### config.mk
export PLATFORM = sky130hd
export DESIGN_NAME = k_permutation_rank
export DESIGN_NICKNAME = d
export VERILOG_FILES = /design/src/kpr_pkg.sv /design/src/kpr_ctrl.sv /design/src/kpr_datapath.sv /design/src/k_permutation_rank.sv
export SDC_FILE = /design/constraint.sdc
export NUM_CORES = 1
export LEC_CHECK = 0
export BUFFER_PORTS_ARGS = -buffer_cell sky130_fd_sc_hd__buf_2
export CELL_PAD_IN_SITES_DETAIL_PLACEMENT = 1
export CELL_PAD_IN_SITES_GLOBAL_PLACEMENT = 2
export CORE_MARGIN = 4
export CORE_UTILIZATION = 36
export DETAILED_ROUTE_END_ITERATION = 7
export GPL_ROUTABILITY_DRIVEN = 0
export PLACE_DENSITY_LB_ADDON = 0.3
export REMOVE_ABC_BUFFERS = 1
export SLEW_MARGIN = 40
export SYNTH_ARGS = -nofsm -noshare
export SYNTH_HDL_FRONTEND = slang
export SYNTH_SLANG_ARGS = --single-unit
### constraint.sdc
create_clock -name clk -period 16 [get_ports clk]
set_clock_uncertainty 0.2 [all_clocks]
set_input_delay 3.2 -clock clk [delete_from_list [all_inputs] [get_ports clk]]
set_output_delay 3.2 -clock clk [all_outputs]
set_load 0.02 [all_outputs]
### src/kpr_pkg.sv
// Shared types and constants for the k-permutation rank block.
// No dependencies; imported by the controller, the datapath and the top level.
`default_nettype none
package kpr_pkg;

  // Largest value count supported; used-value map is this wide
  localparam int MAX_VALUES = 16;
  localparam int USED_W     = MAX_VALUES;
  localparam int CNT_W      = $clog2(MAX_VALUES + 1);

  // Fixed field widths
  localparam int ELEM_W  = 4;
  localparam int RANK_W  = 45;
  localparam int CFG_W   = 5;
  localparam int POS_W   = 5;
  localparam int CFG_IDX_W = 1;
  localparam int FACT_W  = 5;
  localparam int PROD_W  = RANK_W + FACT_W;
  localparam int TOP_W   = 7;

  // Configuration register indexes
  typedef enum logic [CFG_IDX_W-1:0] {
    REG_VALUE_COUNT = 1'b0,
    REG_ARR_LENGTH  = 1'b1
  } cfg_reg_t;

  // Controller states
  typedef enum logic [1:0] {
    S_IDLE,
    S_MUL,
    S_COMMIT
  } kpr_state_t;

  // Controller to datapath commands
  typedef struct packed {
    logic load;     // capture element, compute count and suffix setup
    logic step;     // one multiply of the suffix product
    logic commit;   // fold product into the running rank
  } kpr_cmd_t;

  // Datapath to controller status
  typedef struct packed {
    logic mul_done; // no suffix factors left
    logic last;     // element completes the arrangement
    logic out_busy; // result register full and not drained this cycle
  } kpr_sts_t;

endpackage
`default_nettype wire

### src/kpr_ctrl.sv
// Controller state machine for the k-permutation rank block.
// Depends on kpr_pkg; drives kpr_datapath through kpr_cmd_t / kpr_sts_t.
`default_nettype none
module kpr_ctrl import kpr_pkg::*; (
  input  wire logic     clk,
  input  wire logic     rst_n,
  input  wire logic     in_valid,
  output logic          in_stall,
  input  wire kpr_sts_t sts,
  output kpr_cmd_t      cmd
);

  kpr_state_t state_r, state_nxt;

  // State register
  always_ff @(posedge clk) begin
    if (!rst_n) begin
      state_r <= S_IDLE;
    end else begin
      state_r <= state_nxt;
    end
  end

  // Next state and commands
  always_comb begin
    state_nxt = state_r;
    cmd       = '0;
    in_stall  = 1'b1;
    unique case (state_r)
      S_IDLE: begin
        in_stall = 1'b0;
        if (in_valid) begin
          cmd.load  = 1'b1;
          state_nxt = S_MUL;
        end
      end
      S_MUL: begin
        if (sts.mul_done) begin
          state_nxt = S_COMMIT;
        end else begin
          cmd.step = 1'b1;
        end
      end
      S_COMMIT: begin
        // hold while a finished result still waits and this one would replace it
        if (!(sts.last && sts.out_busy)) begin
          cmd.commit = 1'b1;
          state_nxt  = S_IDLE;
        end
      end
      default: state_nxt = S_IDLE;
    endcase
  end

  // Never overwrite a result that has not been taken
  a_no_overwrite: assert property (@(posedge clk) disable iff (!rst_n)
    (cmd.commit && sts.last) |-> !sts.out_busy)
    else $error("result register overwritten");

  // Multiplier is not stepped once the factor count is exhausted
  a_step_bound: assert property (@(posedge clk) disable iff (!rst_n)
    cmd.step |-> !sts.mul_done)
    else $error("suffix product stepped past its last factor");

  // A transaction is accepted only with no element in flight
  a_one_in_flight: assert property (@(posedge clk) disable iff (!rst_n)
    cmd.load |=> (!cmd.load && (cmd.step || state_r == S_MUL)))
    else $error("second element accepted while one is in flight");

endmodule
`default_nettype wire

### src/kpr_datapath.sv
// Datapath for the k-permutation rank block: config registers, run state,
// shared suffix multiplier and result register. Depends on kpr_pkg.
`default_nettype none
module kpr_datapath import kpr_pkg::*; (
  input  wire logic                 clk,
  input  wire logic                 rst_n,
  input  wire logic                 cfg_we,
  input  wire logic [CFG_IDX_W-1:0] cfg_index,
  input  wire logic [CFG_W-1:0]     cfg_wdata,
  input  wire logic [ELEM_W-1:0]    in_element,
  input  wire logic                 out_stall,
  output logic                      out_valid,
  output logic [RANK_W-1:0]         out_rank,
  output logic                      out_invalid,
  input  wire kpr_cmd_t             cmd,
  output kpr_sts_t                  sts
);

  // Configuration
  logic [CFG_W-1:0] value_count_r, arr_len_r;
  // Run state
  logic [USED_W-1:0] used_r;
  logic [POS_W-1:0]  pos_r;
  logic [RANK_W-1:0] rank_r;
  logic              err_r;
  // Per-element working registers
  logic [ELEM_W-1:0] elem_r;
  logic              bad_r, last_r;
  logic [RANK_W-1:0] acc_r;
  logic signed [TOP_W-1:0] top_r;
  logic [POS_W-1:0]  left_r;
  // Result register
  logic              out_valid_r, out_invalid_r;
  logic [RANK_W-1:0] out_rank_r;

  logic [CFG_W-1:0]  n_eff, k_eff;
  logic [USED_W-1:0] low_mask, free_below;
  logic [CNT_W-1:0]  below;
  logic              bad_now, last_now;
  logic signed [TOP_W-1:0] top_now, terms_now;
  logic [PROD_W-1:0] prod;
  logic [RANK_W-1:0] rank_sum_new;
  logic              err_new;

  // Configuration writes
  always_ff @(posedge clk) begin
    if (!rst_n) begin
      value_count_r <= CFG_W'(MAX_VALUES);
      arr_len_r     <= CFG_W'(MAX_VALUES);
    end else if (cfg_we) begin
      unique case (cfg_reg_t'(cfg_index))
        REG_VALUE_COUNT: value_count_r <= cfg_wdata;
        REG_ARR_LENGTH:  arr_len_r     <= cfg_wdata;
        default: ;
      endcase
    end
  end

  // Effective n and k: zero taken as one, saturate at the upper bound
  always_comb begin
    if (value_count_r == '0) begin
      n_eff = CFG_W'(1);
    end else if (value_count_r > CFG_W'(MAX_VALUES)) begin
      n_eff = CFG_W'(MAX_VALUES);
    end else begin
      n_eff = value_count_r;
    end
    if (arr_len_r == '0) begin
      k_eff = CFG_W'(1);
    end else if (arr_len_r > n_eff) begin
      k_eff = n_eff;
    end else begin
      k_eff = arr_len_r;
    end
  end

  // Count unused values below the incoming element
  always_comb begin
    low_mask   = (USED_W'(1) << in_element) - USED_W'(1);
    free_below = ~used_r & low_mask;
    below      = '0;
    for (int v = 0; v < USED_W; v++) begin
      below = below + CNT_W'(free_below[v]);
    end
  end

  // Element checks and suffix setup
  always_comb begin
    bad_now   = ({1'b0, in_element} >= n_eff) || used_r[in_element];
    top_now   = $signed(TOP_W'(n_eff)) - $signed(TOP_W'(pos_r)) - TOP_W'(1);
    terms_now = $signed(TOP_W'(k_eff)) - $signed(TOP_W'(pos_r)) - TOP_W'(1);
    last_now  = (TOP_W'(pos_r) + TOP_W'(1)) >= TOP_W'(k_eff);
  end

  // Shared multiplier: running product times the next falling factor
  assign prod = acc_r * PROD_W'(top_r[FACT_W-1:0]);

  // Working registers: load, then one factor per step
  always_ff @(posedge clk) begin
    if (cmd.load) begin
      elem_r <= in_element;
      bad_r  <= bad_now;
      last_r <= last_now;
      acc_r  <= RANK_W'(below);
      top_r  <= top_now;
      left_r <= (terms_now > 0) ? terms_now[POS_W-1:0] : '0;
    end else if (cmd.step) begin
      acc_r  <= (top_r < 1) ? '0 : prod[RANK_W-1:0];
      top_r  <= top_r - TOP_W'(1);
      left_r <= left_r - POS_W'(1);
    end
  end

  // Folded rank and error for the element being committed
  assign rank_sum_new = bad_r ? rank_r : rank_r + acc_r;
  assign err_new      = err_r | bad_r;

  // Run state: advance on commit, clear after the last element
  always_ff @(posedge clk) begin
    if (!rst_n) begin
      used_r <= '0;
      pos_r  <= '0;
      rank_r <= '0;
      err_r  <= 1'b0;
    end else if (cmd.commit) begin
      if (last_r) begin
        used_r <= '0;
        pos_r  <= '0;
        rank_r <= '0;
        err_r  <= 1'b0;
      end else begin
        if (!bad_r) begin
          used_r <= used_r | (USED_W'(1) << elem_r);
        end
        pos_r  <= pos_r + POS_W'(1);
        rank_r <= rank_sum_new;
        err_r  <= err_new;
      end
    end
  end

  // Result register: load on the last commit, drop when taken
  always_ff @(posedge clk) begin
    if (!rst_n) begin
      out_valid_r <= 1'b0;
    end else if (cmd.commit && last_r) begin
      out_valid_r <= 1'b1;
    end else if (out_valid_r && !out_stall) begin
      out_valid_r <= 1'b0;
    end
  end

  always_ff @(posedge clk) begin
    if (cmd.commit && last_r) begin
      out_rank_r    <= err_new ? '0 : rank_sum_new;
      out_invalid_r <= err_new;
    end
  end

  assign out_valid   = out_valid_r;
  assign out_rank    = out_rank_r;
  assign out_invalid = out_invalid_r;

  assign sts.mul_done = (left_r == '0);
  assign sts.last     = last_r;
  assign sts.out_busy = out_valid_r && out_stall;

endmodule
`default_nettype wire

### src/k_permutation_rank.sv
// Top level of the k-permutation rank block.
// Depends on kpr_pkg, kpr_ctrl and kpr_datapath.
`default_nettype none
// Elements of a size-k arrangement of 0..n-1 arrive one per input transaction,
// first element first; after the k-th element one result transaction carries
// the 0-based lexicographic rank, or rank 0 with out_invalid set if any
// element was out of range or repeated. An element at position i is handled
// in order: capture it and count the unused values below it, multiply once
// per factor of the suffix count on a single shared 45 x 5 multiplier, see
// the count exhausted, then fold the product into the rank. One element is
// in flight at a time. A finished result waits in an output register, so the
// next arrangement can start while it is held; the last element of that one
// waits until the earlier result is taken. Write n (index 0) and k (index 1)
// only while idle; both reset to 16.
module k_permutation_rank import kpr_pkg::*; (
  input  wire logic                 clk,
  input  wire logic                 rst_n,
  input  wire logic                 cfg_we,
  input  wire logic [CFG_IDX_W-1:0] cfg_index,
  input  wire logic [CFG_W-1:0]     cfg_wdata,
  input  wire logic                 in_valid,
  output logic                      in_stall,
  input  wire logic [ELEM_W-1:0]    in_element,
  output logic                      out_valid,
  input  wire logic                 out_stall,
  output logic [RANK_W-1:0]         out_rank,
  output logic                      out_invalid
);

  kpr_cmd_t cmd;
  kpr_sts_t sts;

  // Sequencer
  kpr_ctrl u_ctrl (
    .clk      (clk),
    .rst_n    (rst_n),
    .in_valid (in_valid),
    .in_stall (in_stall),
    .sts      (sts),
    .cmd      (cmd)
  );

  // Rank arithmetic and storage
  kpr_datapath u_datapath (
    .clk         (clk),
    .rst_n       (rst_n),
    .cfg_we      (cfg_we),
    .cfg_index   (cfg_index),
    .cfg_wdata   (cfg_wdata),
    .in_element  (in_element),
    .out_stall   (out_stall),
    .out_valid   (out_valid),
    .out_rank    (out_rank),
    .out_invalid (out_invalid),
    .cmd         (cmd),
    .sts         (sts)
  );

endmodule
`default_nettype wire
==> results.yml, run 1 <==
worst_setup_path:
  cp_slowest_cell: "fa_1"
  cp_num_buf_inv: 2
  r2r_slack_ns: 10.01
  worst_path_largest_cell_delay_ns: 0.55
  r2r-start: "u_datapath.top_r[2]$_DFFE_PP_"
  reg2reg_to: "u_datapath.acc_r[43]$_SDFFE_PP0P_"
  critical_path.top_delay_family: "adder cells"
  crit_top_cell: "fa_1"
  crit_path_max_fanout: 18
  crit_arrival_ns: 8.64
  start_kind: "input port"
  path_class: "input port to flip-flop"
  end_kind: "flip-flop"
  cp.required_ns: 16.04
  crit_chain: "buf_2, or2_2, nor2_1, nand2_1, ha_1, nor2_1, nand3b_1, o21ai_0, a22oi_1, or2_2, fa_1, fa_1, fa_1, fa_1, inv_1, fa_1, fa_1, a21o_1, nand3_1, o21ai_0"
  worstRegToRegCells: 17
power:
  peakVddDrop_mv: 0.0681
  power_density_mw_per_mm2: 92.1
  clkPwrFrac: 0.256
  power.switching_uw: 682
  p_int_mw: 1.04
  p_sw_frac: 0.395
  p_comb_frac: 0.399
  power_mw: 1.73
  power_frac_seq: 0.345
  leakagePower_nw: 8.68
clock_network:
  clock_latency_ns: 0.50
  cts_tree: "done"
  hold_buffers: 0
  postCtsSetupBuffers: 0
  cts_root_buf: "clkbuf_16"
  htree_num_levels: 4
  clk_pin_slew_worst_paths_ns: 0.07
  clock-sinks: 189
  cts_max_path_buffers: 2
  ctsResizeCount: 0
  numCtsBuffers: 17
finish:
  fillers: 5612
  final_cell_mix: "nand2_1 (241), inv_1 (145), fa_1 (135)"
  final_util: 0.393
  syn2layout_area_growth_pct: 8.15
  drive_above_1_share: 0.0701
  mostFrequentLayoutCell: "nand2_1"
  fin_area_mm2: 0.0187
  finalNonFillerCells: 2585
  final_nets: 2234
synth:
  syn_area_mm2: 0.0173
  ys_types: 72
  synth_cells: 1953
  synth-edff-count: 69
  synth_top_family_by_area: "adder cells"
  synth_compound_area_frac: 0.186
  synthXorXnorAreaFrac: 0.0541
  synth_area_per_cell_um2: 8.87
  synth_simple_gate_area_frac: 0.186
  synth_flop_cell: "dfxtp_1"
  synthArstFlopShare: 0
  yosys_warnings: 0
  synthMuxAreaShare: 0.0147
  synthAdderAreaFrac: 0.249
  synth-seq-cells: 189
  yosysSeqAreaShare: 0.258
die:
  die_x_um: 227
  die_area_mm2: 0.0517
  io_pins: 63
  core_area_mm2: 0.0476
  initial_core_util: 0.364
  num_rows: 80
  chipHeight_um: 227
placed_design:
  dp_hpwl_mm: 37.5
  place_ws_ns: 6.87
  dpl.cell_count: 2552
  placed_area_mm2: 0.0182
  io_buffers: 62
timing:
  slew_violations: 0
  rsz0062_at_grt: "no"
  finalSetupViolations: 0
  fin_hold_ws_ns: 0.260
  max-slew-margin-rel: 0.499
  setup_ws_ns: 7.40
  tns_ns: 0
  worstMarginPinSlew_ns: 0.750
  fmax_ghz: 0.116
  period_needed_ns: 8.60
  fin_crit_sh: 0.538
  finalHoldViolations: 0
worst_hold_path:
  min_from: "u_datapath.rank_r[43]$_SDFFE_PN0P_"
  min_to: "u_datapath.rank_r[43]$_SDFFE_PN0P_"
  hold-path-cell-count: 2
  hp-class: "flip-flop to flip-flop"
global_route:
  grt_antenna_before_repair: 1
  grt_max_degree: 47
  grt_pass1_wl_mm: 79.6
  grt_pass1_vias: 14800
  overflow: 0
  grt_util_all_layers: 0.193
route:
  vias: 13800
  first_pass_iters: 5
  drt_wl_total_mm: 48.0
  wl_per_cell_um: 18.6
  viasPerCell: 5.35
  postRouteAntennaNets: 0
  drc: 0
  drt_iter0_drc: 605
status:
  outcome: "complete, no violations"
job:
  cap_violations: 0
cell usage after synthesis, types with 12 or more instances:
library cell / instances / share of area
edfxtp_1: 69 / 0.12
o31a_1: 12 / 0.0061
nand2b_1: 27 / 0.0098
mux2i_1: 13 / 0.0075
nand2_1: 242 / 0.052
o21ai_1: 12 / 0.0035
nand3_1: 31 / 0.0090
and3_1: 17 / 0.0061
a21o_1: 72 / 0.031
nor2b_1: 52 / 0.019
clkbuf_1: 82 / 0.018
or2_2: 12 / 0.0043
inv_1: 146 / 0.032
o21ai_0: 73 / 0.021
a22oi_1: 19 / 0.0082
xnor2_1: 62 / 0.031
o21a_1: 14 / 0.0061
and2_1: 116 / 0.042
nor3_1: 19 / 0.0055
dfxtp_1: 120 / 0.14
ha_1: 128 / 0.092
a31oi_1: 20 / 0.0072
nand4_1: 13 / 0.0047
a22o_1: 39 / 0.020
o21bai_1: 19 / 0.0082
xor2_1: 45 / 0.023
nor2_1: 109 / 0.024
a21oi_1: 125 / 0.036
fa_1: 135 / 0.16
how the worst max path moves through the flow:
stage | startpoint | slack (ns) | cells after the start | endpoint
floorplan | in_element[1] | 7.55 | 19 | u_datapath.acc_r[4]$_DFFE_PP_
global placement | in_element[1] | 7.06 | 20 | u_datapath.acc_r[4]$_DFFE_PP_
detailed placement | in_element[1] | 6.87 | 20 | u_datapath.acc_r[4]$_DFFE_PP_
CTS | in_element[1] | 7.42 | 20 | u_datapath.acc_r[4]$_DFFE_PP_
global route | in_element[1] | 7.08 | 20 | u_datapath.acc_r[4]$_DFFE_PP_
finish | in_element[1] | 7.40 | 20 | u_datapath.acc_r[4]$_DFFE_PP_
power by group through the flow:
stage / Clock, mW / Sequential [mW] / Combinational, mW
final: 0.441 / 0.595 / 0.689
after global routing: 0.474 / 0.601 / 0.787
after CTS: 0.458 / 0.597 / 0.701
after detailed placement: 0 / 0.608 / 0.690
after global placement: 0 / 0.607 / 0.667
after floorplan: 0 / 0.589 / 0.493
layer usage:
layer	global-route usage	part of all wire	vias up
met3	0.0289	0.019	37
li1	-	-	6702
met2	0.331	0.49	108
met1	0.257	0.48	6974
met4	0.0465	0.014	0
met5	0	0	-
worst reg2reg max path: cells and delay by family, from the launching register on:
family | cells | cell delay, ns
adder cells (fa/ha/maj) | 4 | 1.84
AO/OA/AOI/OAI | 9 | 2.45
flip-flops | 1 | 0.49
buffers and inverters | 2 | 0.52
AND/OR/NAND/NOR | 1 | 0.22
XOR/XNOR | 1 | 0.17
logic make-up (layout without fill, tap and decap cells):
| logic type | after synthesis | in the layout |
|---|---|---|
| xor gates and xnor gates | 107 | 107 |
| buffers and inverters | 237 | 253 |
| other | 1 | 2 |
| adders and majority gates | 263 | 263 |
| and+or+nand+nor | 660 | 660 |
| muxes | 19 | 19 |
| DFF | 189 | 189 |
| AOI/OAI and AO/OA | 477 | 477 |
layout make-up:
class	count	area (um^2)	share of cell area
diodes	1	2.50	0.000134
clock buffers	21	462	0.0246
clock inverters	11	104	0.00554
inverters	146	551	0.0294
multi-input cells	1527	12000	0.639
flip-flops and latches	189	4470	0.239
well taps	615	769	0.0411
repair buffers	75	408	0.0218
flip-flops by register name, indices dropped and copies added (netlist names), 2 cells and up:
signal	count
u_ctrl.state_r	2
u_datapath.acc_r	45
u_datapath.arr_len_r	5
u_datapath.elem_r	4
u_datapath.left_r	5
u_datapath.out_rank	45
u_datapath.pos_r	5
u_datapath.rank_r	45
u_datapath.top_r	7
u_datapath.used_r	16
u_datapath.value_count_r	5
(Power assumes the default switching activity.)
==> inputs of run 2 (changes only) <==
Clock period 16 ns to 7 ns, I/O delays scaled along.
==> results.yml, run 2 (same netlist as run 1, synthesis figures left out) <==
placed_design:
  placed_area_mm2: 0.0183
  dp_hpwl_mm: 38.0
  io_buffers: 62
clock_network:
  cts_root_buf: "clkbuf_16"
  cts_tree: "done"
  clock-sinks: 189
  clk_pin_slew_worst_paths_ns: 0.08
  clock_latency_ns: 0.48
  postCtsSetupBuffers: 0
  numCtsBuffers: 17
  hold_buffers: 0
  ctsResizeCount: 0
  htree_num_levels: 4
  cts_max_path_buffers: 2
power:
  power_density_mw_per_mm2: 212
  peakVddDrop_mv: 0.173
  leakagePower_nw: 8.76
worst_hold_path:
  min_from: "u_datapath.rank_r[43]$_SDFFE_PN0P_"
  hp-class: "flip-flop to flip-flop"
  min_to: "u_datapath.rank_r[43]$_SDFFE_PN0P_"
  hold-path-cell-count: 2
die:
  die_area_mm2: 0.0517
  initial_core_util: 0.364
  core_area_mm2: 0.0476
  num_rows: 80
  die_x_um: 227
  io_pins: 63
  chipHeight_um: 227
finish:
  diodes: 0
  final_cell_mix: "nand2_1 (241), inv_1 (145), fa_1 (135)"
  mostFrequentLayoutCell: "nand2_1"
  final_nets: 2246
  fin_area_mm2: 0.0189
  syn2layout_area_growth_pct: 9.15
  drive_above_1_share: 0.0777
worst_setup_path:
  crit_path_max_fanout: 4
  crit_arrival_ns: 6.45
  r2r-start: "u_datapath.top_r[2]$_DFFE_PP_"
  worstRegToRegCells: 18
  path_class: "input port to flip-flop"
  cp_slowest_cell: "fa_1"
  r2r_slack_ns: 1.09
  end_kind: "flip-flop"
  cp.required_ns: 7.03
  crit_top_cell: "fa_1"
  reg2reg_to: "u_datapath.acc_r[43]$_SDFFE_PP0P_"
  start_kind: "input port"
  crit_chain: "buf_2, or2_2, nor2_1, nand2_1, ha_1, nor2_1, nand3b_1, o21ai_0, a22oi_1, or2_2, fa_1, fa_1, fa_1, fa_1, inv_1, fa_1, fa_1, a21o_1, nand3_1, o21ai_0"
  worst_path_largest_cell_delay_ns: 0.55
route:
  highest_layer: "met4"
  dr_wl_met2_mm: 23.5
  drt_wl_total_mm: 48.4
  viasPerCell: 5.35
  first_pass_iters: 5
  wl_per_cell_um: 18.7
  postRouteAntennaNets: 0
  drt_iter0_drc: 628
  drc: 0
  wl_met3_mm: 1.02
  vias: 13900
  wirelength_met1_mm: 22.8
timing:
  fin_crit_sh: 0.917
  fmax_ghz: 0.156
  tns_ns: 0
  rsz0062_at_grt: "no"
  worstMarginPinSlew_ns: 0.792
  max-slew-margin-rel: 0.470
  period_needed_ns: 6.42
  finalSetupViolations: 0
  finalHoldViolations: 0
  slew_violations: 0
job:
  cap_violations: 0
global_route:
  grt_pass1_wl_mm: 79.8
  grt_antenna_before_repair: 0
  grt_util_all_layers: 0.192
  overflow: 0
  grt_max_degree: 47
  grt_pass1_vias: 14900
status:
  outcome: "complete, no violations"
## run 2: cell types whose count changed in the layout (fill, tap and decap cells not counted), sizes merged
cell / before / now
clkinvlp: 0 / 2
buf: 75 / 87
diode: 1 / 0
bufinv: 1 / 0
clkbuf: 21 / 20
## run 2: per-layer routing
metal,GRT usage,vias to the layer above
met5,0,-
met4,0.0523,0
met3,0.0249,53
met2,0.327,146
met1,0.259,6940
li1,-,6742
## run 2: how the worst max path moves through the flow
stage	from	to	slack, ns	cells after the start
finish	in_element[1]	u_datapath.acc_r[4]$_DFFE_PP_	0.58	20
global route	in_element[1]	u_datapath.acc_r[4]$_DFFE_PP_	0.35	20
CTS	in_element[1]	u_datapath.acc_r[4]$_DFFE_PP_	0.60	20
detailed placement	in_element[1]	u_datapath.acc_r[4]$_DFFE_PP_	0.07	20
global placement	in_element[1]	u_datapath.acc_r[4]$_DFFE_PP_	0.26	20
floorplan	in_element[1]	u_datapath.acc_r[4]$_DFFE_PP_	0.35	19
## run 2: area by class of cell
| cell class | count | area [um^2] |
|---|---|---|
| fillers | 5630 | 28700 |
| multi-input cells | 1527 | 12000 |
| flip-flops and latches | 189 | 4470 |
| well taps | 615 | 769 |
| inverters | 146 | 551 |
| repair buffers | 87 | 522 |
| clock buffers | 20 | 489 |
| clock inverters | 12 | 135 |
## run 2: critical path: cells and delay by family
| family | cells | cell delay, ns |
|---|---|---|
| fa+ha+maj | 7 | 3.16 |
| compound gates | 4 | 0.44 |
| buf+inv | 2 | 0.16 |
| simple gates | 7 | 1.29 |
## run 2: stage by stage
| stage | instances | setup WS (ns) | power [mW] | hold slack [ns] | util |
|---|---|---|---|---|---|
| after detailed placement | 2563 | 0.0687 | 2.97 | 0.252 | 0.383 |
| final | 2596 | 0.583 | 4.00 | 0.268 | 0.397 |
| after global routing | 2596 | 0.347 | 4.32 | 0.293 | 0.397 |
| after CTS | 2595 | 0.600 | 4.06 | 0.271 | 0.396 |
| after global placement | 2562 | 0.256 | 2.93 | 0.247 | 0.383 |
| after floorplan | 1862 | 0.354 | 2.47 | 0.229 | - |
## run 2: power breakdown
part / internal [mW] / switching (mW) / total (mW) / leakage, nW
Clock: 0.528 / 0.527 / 1.06 / 0.300
Combinational: 0.656 / 0.918 / 1.57 / 6.84
Sequential: 1.22 / 0.153 / 1.37 / 1.63
==> inputs of run 3 (changes only) <==
Settings changed: ABC_CLOCK_PERIOD_IN_PS set to 7000, SYNTH_HIERARCHICAL set to 1.
==> results.yml, run 3 <==
worst_hold_path:
  min_to: "u_datapath/rank_r[43]$_SDFFE_PN0P_"
  hp-class: "flip-flop to flip-flop"
  hold-path-cell-count: 2
  min_from: "u_datapath/rank_r[43]$_SDFFE_PN0P_"
worst_setup_path:
  cp_slowest_cell: "edfxtp_1"
  crit_chain: "nand2_1, fa_1, inv_1, fa_1, fa_1, ha_1, nand3_1, or2_2, a2111oi_1, buf_4, or4b_1, nand2_1, o22ai_1, a21boi_0, xnor2_1, a22o_1"
  path_class: "flip-flop to flip-flop"
  start_kind: "flip-flop"
  worst_path_largest_cell_delay_ns: 0.87
  worstRegToRegCells: 16
  end_kind: "flip-flop"
  crit_top_cell: "fa_1"
  crit_path_max_fanout: 18
  r2r_slack_ns: 0.71
  r2r-start: "u_datapath/top_r[4]$_DFFE_PP_"
  crit_arrival_ns: 6.49
  cp.required_ns: 7.20
  reg2reg_to: "u_datapath/acc_r[34]$_SDFFE_PP0P_"
clock_network:
  clk_pin_slew_worst_paths_ns: 0.08
  htree_num_levels: 4
  cts_max_path_buffers: 2
  clock-sinks: 189
  postCtsSetupBuffers: 0
  hold_buffers: 0
  numCtsBuffers: 17
  cts_root_buf: "clkbuf_16"
  clock_latency_ns: 0.50
  ctsResizeCount: 0
  cts_tree: "done"
synth:
  synth_area_per_cell_um2: 8.89
  synth-edff-count: 69
  synth_cells: 1935
  synth_top_area_share: 0.157
  synthArstFlopShare: 0
  synth_flop_cell: "dfxtp_1"
  synth_compound_area_frac: 0.179
  synthTopCellsByCount: "nand2_1 (239), inv_1 (157), fa_1 (135)"
  synth_top_family_by_area: "adder cells"
  yosysSeqAreaShare: 0.260
  synth_simple_gate_area_frac: 0.188
  ys_types: 88
  synth.area.top_cells: "fa_1 (16%), dfxtp_1 (14%), edfxtp_1 (12%), ha_1 (9.3%), nand2_1 (5.2%)"
  synthXorXnorAreaFrac: 0.0560
  synth_top_area_cell: "fa_1"
  synth-seq-cells: 189
  yosys_warnings: 6
  synthAdderAreaFrac: 0.251
  synthMuxAreaShare: 0.0115
  yosysMostFrequentCell: "nand2_1"
  syn_area_mm2: 0.0172
global_route:
  grt_max_degree: 51
  grt_util_all_layers: 0.208
  overflow: 0
  grt_pass1_vias: 15200
  grt_pass1_wl_mm: 83.6
  grt_antenna_before_repair: 0
timing:
  tns_ns: 0
  fin_crit_sh: 0.899
  max-slew-margin-rel: 0.455
  setup_ws_ns: 0.709
  worstMarginPinSlew_ns: 0.818
  finalHoldViolations: 0
  fmax_ghz: 0.159
  slew_violations: 0
  rsz0062_at_grt: "no"
  period_needed_ns: 6.29
  finalSetupViolations: 0
route:
  drt_wl_total_mm: 51.2
  postRouteAntennaNets: 0
  drc: 0
  wirelength_met1_mm: 23.4
  drt_iter0_drc: 709
  viasPerCell: 5.41
  vias: 13900
  wl_met3_mm: 1.60
  highest_layer: "met4"
  wl_per_cell_um: 19.9
  dr_wl_met2_mm: 24.8
  first_pass_iters: 5
placed_design:
  dpl.cell_count: 2544
  dp_hpwl_mm: 39.6
  place_ws_ns: 0.781
  io_buffers: 62
  placed_area_mm2: 0.0181
power:
  leakagePower_nw: 8.86
  peakVddDrop_mv: 0.166
  power_density_mw_per_mm2: 215
  power_mw: 4.03
finish:
  final_cell_mix: "nand2_1 (239), inv_1 (155), fa_1 (135)"
  final_nets: 2234
  finalNonFillerCells: 2576
  mostFrequentLayoutCell: "nand2_1"
  diodes: 0
  syn2layout_area_growth_pct: 9.03
  fin_area_mm2: 0.0188
  drive_above_1_share: 0.0772
die:
  initial_core_util: 0.367
  chipHeight_um: 227
  die_area_mm2: 0.0514
  io_pins: 63
  die_x_um: 227
  num_rows: 79
  core_area_mm2: 0.0470
status:
  outcome: "complete, no violations"
job:
  cap_violations: 0
==> run 3: changes by cell type in the layout (fill, tap and decap cells not counted), moves of 7 or more <==
cell / previous run / this run
a21oi_1: 125 / 109
a22oi_1: 19 / 26
and2_1: 115 / 126
inv_1: 145 / 155
nand4_1: 13 / 21
nor2b_1: 51 / 44
o211ai_1: 11 / 3
o31a_1: 12 / 3
==> run 3: how the worst max path moves through the flow <==
stage                                             start                                end  slack, ns  cells after the start
after floorplan                           in_element[2]      u_datapath/acc_r[2]$_DFFE_PP_       1.49                     16
after global placement    u_datapath/top_r[4]$_DFFE_PP_  u_datapath/acc_r[34]$_SDFFE_PP0P_       0.60                     16
after detailed placement  u_datapath/top_r[4]$_DFFE_PP_  u_datapath/acc_r[34]$_SDFFE_PP0P_       0.78                     16
after CTS                 u_datapath/top_r[4]$_DFFE_PP_  u_datapath/acc_r[34]$_SDFFE_PP0P_       0.75                     16
after global routing      u_datapath/top_r[4]$_DFFE_PP_  u_datapath/acc_r[34]$_SDFFE_PP0P_       0.48                     16
final                     u_datapath/top_r[4]$_DFFE_PP_  u_datapath/acc_r[34]$_SDFFE_PP0P_       0.71                     16
==> run 3: per-layer routing <==
layer,track usage,vias up
met1,0.266,6995
met2,0.357,206
met4,0.0721,0
li1,-,6667
met3,0.0344,68
met5,0,-
==> run 3: per-stage QoR <==
stage / utilization / hold slack, ns
floorplan: - / 0.231
global placement: 0.386 / 0.242
detailed placement: 0.386 / 0.250
CTS: 0.400 / 0.262
global route: 0.400 / 0.286
finish: 0.400 / 0.256
==> run 3: cell type report <==
| type | count | area, um^2 |
|---|---|---|
| timing repair buffer | 82 | 474 |
| multi-input combinational | 1509 | 11800 |
| clock inverter | 13 | 170 |
| sequential | 189 | 4470 |
| inverter | 157 | 589 |
| clock buffer | 19 | 454 |
| tap | 607 | 759 |
| fill | 5483 | 28200 |
==> run 3: cells by family after synthesis <==
family	after synthesis
xor+xnor	110
buf+inv	237
flops	189
fa+ha+maj	265
other cells	1
compound gates	459
mux	13
simple gates	661
==> run 3: power breakdown <==
part / internal, mW / switching, mW / leakage, nW
combinational: 0.634 / 0.981 / 6.92
clock: 0.563 / 0.518 / 0.303
sequential: 1.22 / 0.111 / 1.63
total: 2.42 / 1.61 / 8.86
==> run 3: worst max-delay path, delay by kind of cell, from the launching register on <==
kind / cells / cell delay, ns
buffers and inverters: 2 / 0.30
DFF: 1 / 0.87
adders and majority gates: 4 / 1.99
xor gates and xnor gates: 1 / 0.17
AOI/OAI and AO/OA: 4 / 1.51
and+or+nand+nor: 5 / 1.12
